`src/mm64_pkg.sv`:
```
// shared types, constants and helpers of the murmurhash64a stream hasher
package mm64_pkg;

  localparam logic [63:0] MIX_MULT  = 64'hc6a4a7935bd1e995;
  localparam int unsigned MIX_SHIFT = 47;

  typedef enum logic [1:0] {
    KIND_NONE,
    KIND_PART,
    KIND_FULL
  } word_kind_e;

  typedef struct packed {
    logic [63:0] word;
    logic [63:0] length;
    word_kind_e  kind;
    logic        first;
    logic        last;
  } item_t;

  typedef enum logic [1:0] {
    ST_IDLE,
    ST_MUL,
    ST_EMIT
  } back_state_e;

  typedef enum logic [2:0] {
    PH_LEN,
    PH_K1,
    PH_K2,
    PH_H,
    PH_FIN
  } mul_phase_e;

  typedef struct packed {
    logic busy;
    logic pop;
  } back_stat_t;

  function automatic logic [63:0] xorshift(input logic [63:0] v);
    return v ^ (v >> MIX_SHIFT);
  endfunction

endpackage

```
`src/mm64_front.sv`:
```
// front end: takes words, classifies them and masks partial words
module mm64_front (
  input  logic                 in_valid_i,
  output logic                 in_ready_o,
  input  logic [63:0]          data_word_i,
  input  logic [3:0]           byte_count_i,
  input  logic                 first_word_i,
  input  logic                 last_word_i,
  input  logic [63:0]          message_length_i,
  input  logic                 q_ready_i,
  output logic                 push_o,
  output mm64_pkg::item_t      item_o
);
  import mm64_pkg::*;

  logic [63:0] masked;

  always_comb begin
    for (int i = 0; i < 8; i++) begin
      masked[i*8 +: 8] = (4'(i) < byte_count_i) ? data_word_i[i*8 +: 8] : 8'h00;
    end
  end

  always_comb begin
    item_o.word   = masked;
    item_o.length = message_length_i;
    item_o.first  = first_word_i;
    item_o.last   = last_word_i;
    // counts above eight count as a full word
    if (byte_count_i == 4'd0) begin
      item_o.kind = KIND_NONE;
    end else if (byte_count_i >= 4'd8) begin
      item_o.kind = KIND_FULL;
      item_o.word = data_word_i;
    end else begin
      item_o.kind = KIND_PART;
    end
  end

  assign in_ready_o = q_ready_i;
  assign push_o     = in_valid_i && q_ready_i;

endmodule

```
`src/mm64_fifo.sv`:
```
// small queue of classified words between front and back
module mm64_fifo #(
  parameter int unsigned DEPTH = 2
) (
  input  logic            clk_i,
  input  logic            rst_ni,
  input  logic            push_i,
  input  mm64_pkg::item_t item_i,
  output logic            ready_o,
  output logic            valid_o,
  output mm64_pkg::item_t item_o,
  input  logic            pop_i
);
  import mm64_pkg::*;

  localparam int unsigned PTR_W = (DEPTH > 1) ? $clog2(DEPTH) : 1;
  localparam int unsigned CNT_W = $clog2(DEPTH + 1);

  item_t            mem_q [DEPTH];
  logic [PTR_W-1:0] wr_ptr_q, rd_ptr_q;
  logic [CNT_W-1:0] count_q;

  function automatic logic [PTR_W-1:0] ptr_next(input logic [PTR_W-1:0] p);
    return (p == PTR_W'(DEPTH - 1)) ? '0 : p + 1'b1;
  endfunction

  assign ready_o = (count_q != CNT_W'(DEPTH));
  assign valid_o = (count_q != '0);
  assign item_o  = mem_q[rd_ptr_q];

  always_ff @(posedge clk_i) begin
    if (push_i) begin
      mem_q[wr_ptr_q] <= item_i;
    end
  end

  always_ff @(posedge clk_i or negedge rst_ni) begin
    if (!rst_ni) begin
      wr_ptr_q <= '0;
      rd_ptr_q <= '0;
      count_q  <= '0;
    end else begin
      if (push_i) wr_ptr_q <= ptr_next(wr_ptr_q);
      if (pop_i)  rd_ptr_q <= ptr_next(rd_ptr_q);
      if (push_i && !pop_i) begin
        count_q <= count_q + 1'b1;
      end else if (pop_i && !push_i) begin
        count_q <= count_q - 1'b1;
      end
    end
  end

endmodule

```
`src/mm64_back.sv`:
```
// back end: sequencer around one shared 32x32 multiplier, running hash and result register
module mm64_back (
  input  logic                 clk_i,
  input  logic                 rst_ni,
  input  logic [63:0]          seed_i,
  input  logic                 item_valid_i,
  input  mm64_pkg::item_t      item_i,
  output mm64_pkg::back_stat_t stat_o,
  output logic                 out_valid_o,
  input  logic                 out_ready_i,
  output logic [63:0]          hash_value_o
);
  import mm64_pkg::*;

  typedef struct packed {
    logic        go;
    mul_phase_e  phase;
    logic [63:0] opnd;
  } mul_plan_t;

  localparam logic [1:0] STEP_LO      = 2'd0;
  localparam logic [1:0] STEP_CROSS_A = 2'd1;
  localparam logic [1:0] STEP_CROSS_B = 2'd2;

  back_state_e state_q, state_d;
  mul_phase_e  phase_q;
  logic [1:0]  step_q;
  logic [63:0] opa_q, acc_q, acc_d;
  logic [63:0] h_q, h_d;
  logic        h_we;
  item_t       ent_q;
  logic [63:0] res_q;
  logic        out_valid_q;
  logic [63:0] out_hash_q;

  logic        pop, mul_done, fin_done, load_out;
  mul_plan_t   plan;
  logic [31:0] mx, my;
  logic [63:0] prod;
  logic [31:0] hi_sum;
  logic [63:0] product;

  // next multiply after the optional initial load
  function automatic mul_plan_t fold_plan(input logic [63:0] h, input item_t e);
    mul_plan_t p;
    p.go    = 1'b0;
    p.phase = PH_FIN;
    p.opnd  = h;
    case (e.kind)
      KIND_FULL: begin
        p.go    = 1'b1;
        p.phase = PH_K1;
        p.opnd  = e.word;
      end
      KIND_PART: begin
        p.go    = 1'b1;
        p.phase = PH_H;
        p.opnd  = h ^ e.word;
      end
      default: begin
        p.go    = e.last;
        p.phase = PH_FIN;
        p.opnd  = xorshift(h);
      end
    endcase
    return p;
  endfunction

  // one partial product a cycle: lo*lo, then the two cross terms into the upper half
  always_comb begin
    case (step_q)
      STEP_LO: begin
        mx = opa_q[31:0];
        my = MIX_MULT[31:0];
      end
      STEP_CROSS_A: begin
        mx = opa_q[31:0];
        my = MIX_MULT[63:32];
      end
      default: begin
        mx = opa_q[63:32];
        my = MIX_MULT[31:0];
      end
    endcase
    prod    = {32'h0, mx} * {32'h0, my};
    hi_sum  = acc_q[63:32] + prod[31:0];
    product = {hi_sum, acc_q[31:0]};
    acc_d   = (step_q == STEP_LO) ? prod : product;
  end

  // outputs of the sequencer
  always_comb begin
    pop      = (state_q == ST_IDLE) && item_valid_i;
    mul_done = (state_q == ST_MUL) && (step_q == STEP_CROSS_B);
    fin_done = mul_done && (phase_q == PH_FIN);
    load_out = (state_q == ST_EMIT) && (!out_valid_q || out_ready_i);
  end

  // datapath plan: what the next multiply works on and how the hash moves
  always_comb begin
    plan.go    = 1'b0;
    plan.phase = PH_FIN;
    plan.opnd  = product;
    h_we       = 1'b0;
    h_d        = product;
    if (pop) begin
      if (item_i.first) begin
        plan.go    = 1'b1;
        plan.phase = PH_LEN;
        plan.opnd  = item_i.length;
      end else begin
        plan = fold_plan(h_q, item_i);
      end
    end else if (mul_done) begin
      case (phase_q)
        PH_LEN: begin
          h_we = 1'b1;
          h_d  = seed_i ^ product;
          plan = fold_plan(seed_i ^ product, ent_q);
        end
        PH_K1: begin
          plan.go    = 1'b1;
          plan.phase = PH_K2;
          plan.opnd  = xorshift(product);
        end
        PH_K2: begin
          plan.go    = 1'b1;
          plan.phase = PH_H;
          plan.opnd  = h_q ^ product;
        end
        PH_H: begin
          h_we       = 1'b1;
          h_d        = product;
          plan.go    = ent_q.last;
          plan.phase = PH_FIN;
          plan.opnd  = xorshift(product);
        end
        default: begin
          plan.go = 1'b0;
        end
      endcase
    end
  end

  // next state
  always_comb begin
    state_d = state_q;
    case (state_q)
      ST_IDLE: begin
        if (pop && plan.go) state_d = ST_MUL;
      end
      ST_MUL: begin
        if (fin_done) begin
          state_d = ST_EMIT;
        end else if (mul_done && !plan.go) begin
          state_d = ST_IDLE;
        end
      end
      ST_EMIT: begin
        if (load_out) state_d = ST_IDLE;
      end
      default: state_d = ST_IDLE;
    endcase
  end

  always_ff @(posedge clk_i or negedge rst_ni) begin
    if (!rst_ni) begin
      state_q     <= ST_IDLE;
      phase_q     <= PH_LEN;
      step_q      <= STEP_LO;
      h_q         <= '0;
      out_valid_q <= 1'b0;
    end else begin
      state_q <= state_d;
      if (plan.go) begin
        phase_q <= plan.phase;
        step_q  <= STEP_LO;
      end else if (state_q == ST_MUL && !mul_done) begin
        step_q <= step_q + 1'b1;
      end
      if (h_we) h_q <= h_d;
      if (load_out) begin
        out_valid_q <= 1'b1;
      end else if (out_ready_i) begin
        out_valid_q <= 1'b0;
      end
    end
  end

  always_ff @(posedge clk_i) begin
    if (pop)            ent_q <= item_i;
    if (plan.go)        opa_q <= plan.opnd;
    if (state_q == ST_MUL) acc_q <= acc_d;
    if (fin_done)       res_q <= xorshift(product);
    if (load_out)       out_hash_q <= res_q;
  end

  assign stat_o.busy  = (state_q != ST_IDLE);
  assign stat_o.pop   = pop;
  assign out_valid_o  = out_valid_q;
  assign hash_value_o = out_hash_q;

endmodule

```
`src/murmur2_64_hash_stream.sv`:
```
// top level of the murmurhash64a stream hasher
//
//  channel | signals                                         | direction
//  --------+-------------------------------------------------+----------
//  in      | in_valid_i/in_ready_o, data_word_i, byte_count_i, | to block
//          | first_word_i, last_word_i, message_length_i      |
//  out     | out_valid_o/out_ready_i, hash_value_o            | from block
//  cfg     | cfg_valid_i/cfg_ready_o, hash_seed_i             | to block
//
// multiplier: one 32x32 multiplier is shared; each 64-bit multiply by the mix constant
//   is built from the low product plus two cross terms. a word leaves the queue, then
//   takes one multiply for the length on a first word, three for a full word, one for
//   a partial word, and one more plus the result load for a last word
// reset: clears the seed, the running hash, the queue and the result valid flag
// stalls: the queue lets the front take words while the back works; a stalled
//   result holds the back in its emit state, and the queue then fills up
module murmur2_64_hash_stream #(
  parameter int unsigned QUEUE_DEPTH = 2
) (
  input  logic        clk_i,
  input  logic        rst_ni,
  input  logic        in_valid_i,
  output logic        in_ready_o,
  input  logic [63:0] data_word_i,
  input  logic [3:0]  byte_count_i,
  input  logic        first_word_i,
  input  logic        last_word_i,
  input  logic [63:0] message_length_i,
  output logic        out_valid_o,
  input  logic        out_ready_i,
  output logic [63:0] hash_value_o,
  input  logic        cfg_valid_i,
  output logic        cfg_ready_o,
  input  logic [63:0] hash_seed_i
);
  import mm64_pkg::*;

  logic [63:0] seed_q;
  logic        q_ready, q_push, q_valid;
  item_t       push_item, pop_item;
  back_stat_t  back_stat;

  // seed register, always writable
  assign cfg_ready_o = 1'b1;

  always_ff @(posedge clk_i or negedge rst_ni) begin
    if (!rst_ni) begin
      seed_q <= '0;
    end else if (cfg_valid_i) begin
      seed_q <= hash_seed_i;
    end
  end

  // front: classify by byte count and mask partial words
  mm64_front u_front (
    .in_valid_i       (in_valid_i),
    .in_ready_o       (in_ready_o),
    .data_word_i      (data_word_i),
    .byte_count_i     (byte_count_i),
    .first_word_i     (first_word_i),
    .last_word_i      (last_word_i),
    .message_length_i (message_length_i),
    .q_ready_i        (q_ready),
    .push_o           (q_push),
    .item_o           (push_item)
  );

  // queue decoupling front and back
  mm64_fifo #(
    .DEPTH (QUEUE_DEPTH)
  ) u_fifo (
    .clk_i   (clk_i),
    .rst_ni  (rst_ni),
    .push_i  (q_push),
    .item_i  (push_item),
    .ready_o (q_ready),
    .valid_o (q_valid),
    .item_o  (pop_item),
    .pop_i   (back_stat.pop)
  );

  // back: multiply sequencer, running hash, finalization and result register
  mm64_back u_back (
    .clk_i        (clk_i),
    .rst_ni       (rst_ni),
    .seed_i       (seed_q),
    .item_valid_i (q_valid),
    .item_i       (pop_item),
    .stat_o       (back_stat),
    .out_valid_o  (out_valid_o),
    .out_ready_i  (out_ready_i),
    .hash_value_o (hash_value_o)
  );

  // back only takes a word the queue actually holds
  a_pop_needs_item : assert property (@(posedge clk_i) disable iff (!rst_ni)
    back_stat.pop |-> q_valid)
    else $error("queue popped while empty");

  // a busy back never takes another word
  a_no_pop_when_busy : assert property (@(posedge clk_i) disable iff (!rst_ni)
    back_stat.busy |-> !back_stat.pop)
    else $error("word taken while back busy");

  // a new result only comes out of back work
  a_result_from_work : assert property (@(posedge clk_i) disable iff (!rst_ni)
    $rose(out_valid_o) |-> $past(back_stat.busy))
    else $error("result appeared without back activity");

endmodule

```
`config.mk`:
```
export PLATFORM = sky130hd
export DESIGN_NAME = murmur2_64_hash_stream
export DESIGN_NICKNAME = d
export VERILOG_FILES = /design/src/mm64_pkg.sv /design/src/mm64_front.sv /design/src/mm64_fifo.sv /design/src/mm64_back.sv /design/src/murmur2_64_hash_stream.sv
export SDC_FILE = /design/constraint.sdc
export NUM_CORES = 2
export LEC_CHECK = 0
export BUFFER_PORTS_ARGS = -buffer_cell sky130_fd_sc_hd__buf_2
export CELL_PAD_IN_SITES_DETAIL_PLACEMENT = 0
export CELL_PAD_IN_SITES_GLOBAL_PLACEMENT = 2
export CORE_MARGIN = 5
export CORE_UTILIZATION = 39
export DETAILED_ROUTE_END_ITERATION = 10
export MAX_ROUTING_LAYER = met4
export PLACE_DENSITY = 0.87
export SYNTH_ARGS = -nofsm -noshare
export SYNTH_HDL_FRONTEND = slang
export SYNTH_HIERARCHICAL = 1
export SYNTH_SLANG_ARGS = --single-unit
```
`constraint.sdc`:
```
create_clock -name clk_i -period 10.9 [get_ports clk_i]
set_clock_uncertainty 0.15 [all_clocks]
set_input_delay 2.18 -clock clk_i [delete_from_list [all_inputs] [get_ports clk_i]]
set_output_delay 2.18 -clock clk_i [all_outputs]
set_load 0.005 [all_outputs]
```
* Word-level counts from Yosys, hierarchy flattened
Memory sizes are Yosys's and may differ from the RTL's. Index checks and enable logic that the tools add are counted.
Storage, ports and cells: register bits after elaboration 463, memories kept 1, output and inout bits 67, bits in writable memories 264, word-level logic and storage cells 129
Memories:
- u_fifo.mem_q | words 2, width 132, rd ports 1, clocked after memory_dff 0, wr ports 1, line mm64_fifo.sv:19 | item_t mem_q [DEPTH];
Operators by class: eq/ne operators 16, multipliers 1, bitwise operators 7, multiplexer cells 43, reduce and logical (&&, ||, !) cells 29, order comparisons 9, add/subtract/negate cells 6
Operators with widths (number):
- $mux 64 | 6
- $pmux 68 s2 | 2
- $pmux 67 s4 | 1
- $xor 64x64->64 | 4
- $mux 68 | 3
- $xor 64x17->64 | 3
- $mul 32x32->64 | 1
- $mux 32 | 2
- $mux 8 | 8
- $add 32x32->32 | 1
- $mux 2 | 10
- $lt 3x4->1 const A | 4
- $logic_and 1x1->1 | 10
- $mux 1 | 9
- $eq 2x1->1 const B | 4
- $eq 2x2->1 const B | 4
- $lt 1x4->1 const A | 2
- $lt 2x4->1 const A | 2
- $reduce_bool 2->1 | 4
- $eq 3x2->1 const B | 2
- $pmux 2 s3 | 1
- $reduce_or 2->1 | 3
- $logic_not 1->1 | 5
- $add 2x1->2 const B | 2
- 15 further kinds | 18

* Depth between registers and ports, before layout
depth after elaboration 16, depth in mapped cells 48, gate-level depth less buffers 44

* Modules after synthesis
The synthesis kept the hierarchy.
By module, submodules not included:
- mm64_back | cells each 4859, instances 1, area each 47835.9 sq um, sequential area each 11501.0 sq um
- mm64_fifo | cells each 427, instances 1, area each 9997.1 sq um, sequential area each 8027.7 sq um
- murmur2_64_hash_stream | cells each 137, instances 1, area each 2690.1 sq um, sequential area each 1601.5 sq um
- mm64_front | cells each 144, instances 1, area each 1003.5 sq um, sequential area each 0.0 sq um

* Least setup slack after synthesis
OpenSTA, ideal clock, no wires.
kind register to register, start reg u_back.step_q[0], end reg u_back.opa_q[15] (data pin), setup time 0.274 ns, arrival 10.665 ns, data required time 10.476 ns, path buffers 4, path slack -0.189 ns, clock period less this slack 11.089 ns, cell stages (with the launch flop) 46, path through dfrtp_1 > ha_1 > clkbuf_1 > nor2_1 > clkbuf_1 > clkbuf_1 > mux2i_1 > or2_2 > inv_1 > ha_1 > inv_1 > fa_1 > inv_1 > fa_1 > inv_1 > fa_1 > inv_1 > ha_1 > [... 10 more ...] > o21bai_1 > a21oi_1 > or2_2 > nand2_1 > nand3_1 > nand2_1 > xnor2_1 > ha_1 > clkbuf_1 > and3_1 > nor2b_1 > nand3b_1 > o211ai_1 > a31oi_4 > a311oi_4 > xnor3_1 > o21ai_1 > a31oi_1
RTL lines:
- start, declared | line mm64_back.sv:27 | logic [1:0] step_q;
- start signal, assigned | line mm64_back.sv:179 | step_q <= step_q + 1'b1;
- end signal, assigned | line mm64_back.sv:192 | if (plan.go) opa_q <= plan.opnd;
- end, declared | line mm64_back.sv:28 | logic [63:0] opa_q, acc_q, acc_d;

==> key figures <==
Setup path
  • RR Startpoint: u_back/step_q[0]
  • Worst-path maximum fanout: 8
  • Crit-path max cell delay: 670 ps
  • Crit. Startpoint: u_back/step_q[0]
  • Critical path class: flop to flop
  • Worst setup path endpoint: u_back/opa_q[51]
  • Reg2reg end: u_back/opa_q[51]
  • Crit path launch type: flop
  • Slowest-stage cell, CP: fa_1
  • Worst EP arrival: 10800 ps
  • R2R cell count: 37
  • CP Capture Type: flop
  • CP Data Required Time: 11210 ps
  • Reg2Reg Setup Slack: slightly above 400 ps

GRT
  • GRT met3 Usage: 0.0433
  • Vias in the first global route: 43683
  • Grt ovf: 0
  • Total track usage: 0.272
  • Gr busiest metal: met2
  • Met2 GRT Util: 0.425
  • First-pass GRT wire length: roughly 320 mm
  • Met1 Use GR: 0.364
  • Initial antenna violation count: 11
  • Largest net degree at the start of global routing: 99

Route
  • Final antenna-violating net count: 0
  • WL/cell: approximately 28 µm
  • Routed WL: 222 mm
  • DRT iter0 DRCs: 4285
  • Initial DRT Pass Iterations: 8
  • Vias per cell: 5.45
  • Via Count: 43228
  • DRC: 0

Synthesis
  • Yosys warning total: 6
  • Mapped Cells: 5566
  • Syn_area_per_cell: 11.1 µm²
  • Mapped Area: 61500 µm²

Worst hold path
  • Hold Path Cell Cnt: 0
  • Hold Path Class: flop to flop

Placement
  • Post-DP Area: 65500 µm²
  • Routability cong.: 0.999
  • Final HPWL DP: 178 mm
  • Post-place setup slack: 320 ps
  • IO buf count: roughly 270

Cells and area
  • Layout net count: 7060
  • Layout area overhead: 11.6%
  • Most common cell after layout, fill and taps aside: inv_1
  • Share of cells above drive strength 1: 0.168
  • Most frequent cells in the layout: inv_1 (908), fa_1 (609), edfxtp_1 (587)
  • Post-Layout Inst Area: 68700 µm²

STA
  • Final period utilization: 0.962
  • Fmax: 0.0954 GHz
  • Hold Fails Final Rpt: 0
  • Max-slew headroom: 0.185
  • Pins over their slew limit: 0
  • Least-Margin Pin Slew: about 1200 ps
  • Final setup TNS: 0 ps
  • Final setup viols: 0
  • Final min period: roughly 10000 ps
  • RSZ-0062 raised after global routing: false
  • Final setup margin: 413 ps
  • Final Hold Slack: 248 ps

Clock tree
  • Worst-path clk slew: 60 ps
  • H-tree depth: 3
  • CTS tree: done
  • CTS Buf Count: 84
  • CTS Buffer Depth: 3
  • CTS sink count: 727
  • CTS Root Cell: clkbuf_16
  • Worst skew pair latency: 710 ps

Floorplan
  • IO Count: 270
  • Initial core utilization: 0.393
  • Core area: 157000 µm²
  • Die area: around 170000 µm²
  • DIE WIDTH: 407 µm
  • Die height: 407 µm
  • Row cnt: 145

Run status
  • Run status: completed

Flow run
  • Max-cap violations: 0
[stage by stage]
step	utilization	instances
final	0.439	7939
after global routing	0.439	7938
after CTS	0.438	7932
after detailed placement	0.419	7774
after global placement	0.419	7774
after floorplan	-	5570
[sequential cells by signal, summed over array words and instances, names as in the netlist, 64 cells and up]
name and flops:
u_back/h_q 64, u_back/acc_q 64, u_back/hash_value_o 64, u_back/res_q 64
seed_q 64, u_fifo/mem_q 264, u_back/opa_q 64, u_back/ent_q 67
[routing by layer]
layer,vias to the layer above,wire (µm)
met4,0,8350
met5,-,0
met2,1741,103000
met3,251,15600
li1,19181,-
met1,22055,95400
[what timing repair did]
item,4_1_cts,5_1_grt
setup endpoints to repair,0,25
hold buffers,0,0
gates resized for setup,0,15
setup buffers,0,2
[critical path: cells and delay by family (launching register included)]
kind | cells | cell delay, ps
buf+inv | 9 | 1240
simple gates | 3 | 520
flops | 1 | 380
xor+xnor | 3 | 1190
mux | 2 | 450
compound gates | 9 | 1800
fa+ha+maj | 11 | 4530
[worst min-delay path by stage]
stage	to	slack (ps)	start
3_5_place_dp	u_back/hash_value_o[17]	250	u_back/res_q[17]
6_report	u_back/hash_value_o[40]	250	u_back/res_q[40]
3_3_place_gp	u_back/hash_value_o[14]	250	u_back/res_q[14]
5_1_grt	u_back/hash_value_o[40]	250	u_back/res_q[40]
2_1_floorplan	u_back/hash_value_o[0]	250	u_back/res_q[0]
4_1_cts	u_back/hash_value_o[40]	250	u_back/res_q[40]
[area by class of cell]
class	count	area, µm²
Fill cell	14675	87900
Multi-Input combinational cell	3591	35500
Sequential cell	727	21100
Inverter	914	3440
Timing Repair Buffer	486	3010
Tap cell	2058	2570
Clock buffer	103	2200
Clock inverter	55	836
Antenna cell	5	12.5
Power is left out: the tool's default activity adds up to more than one toggle a clock period on the data nets, which glitch-free logic cannot reach.
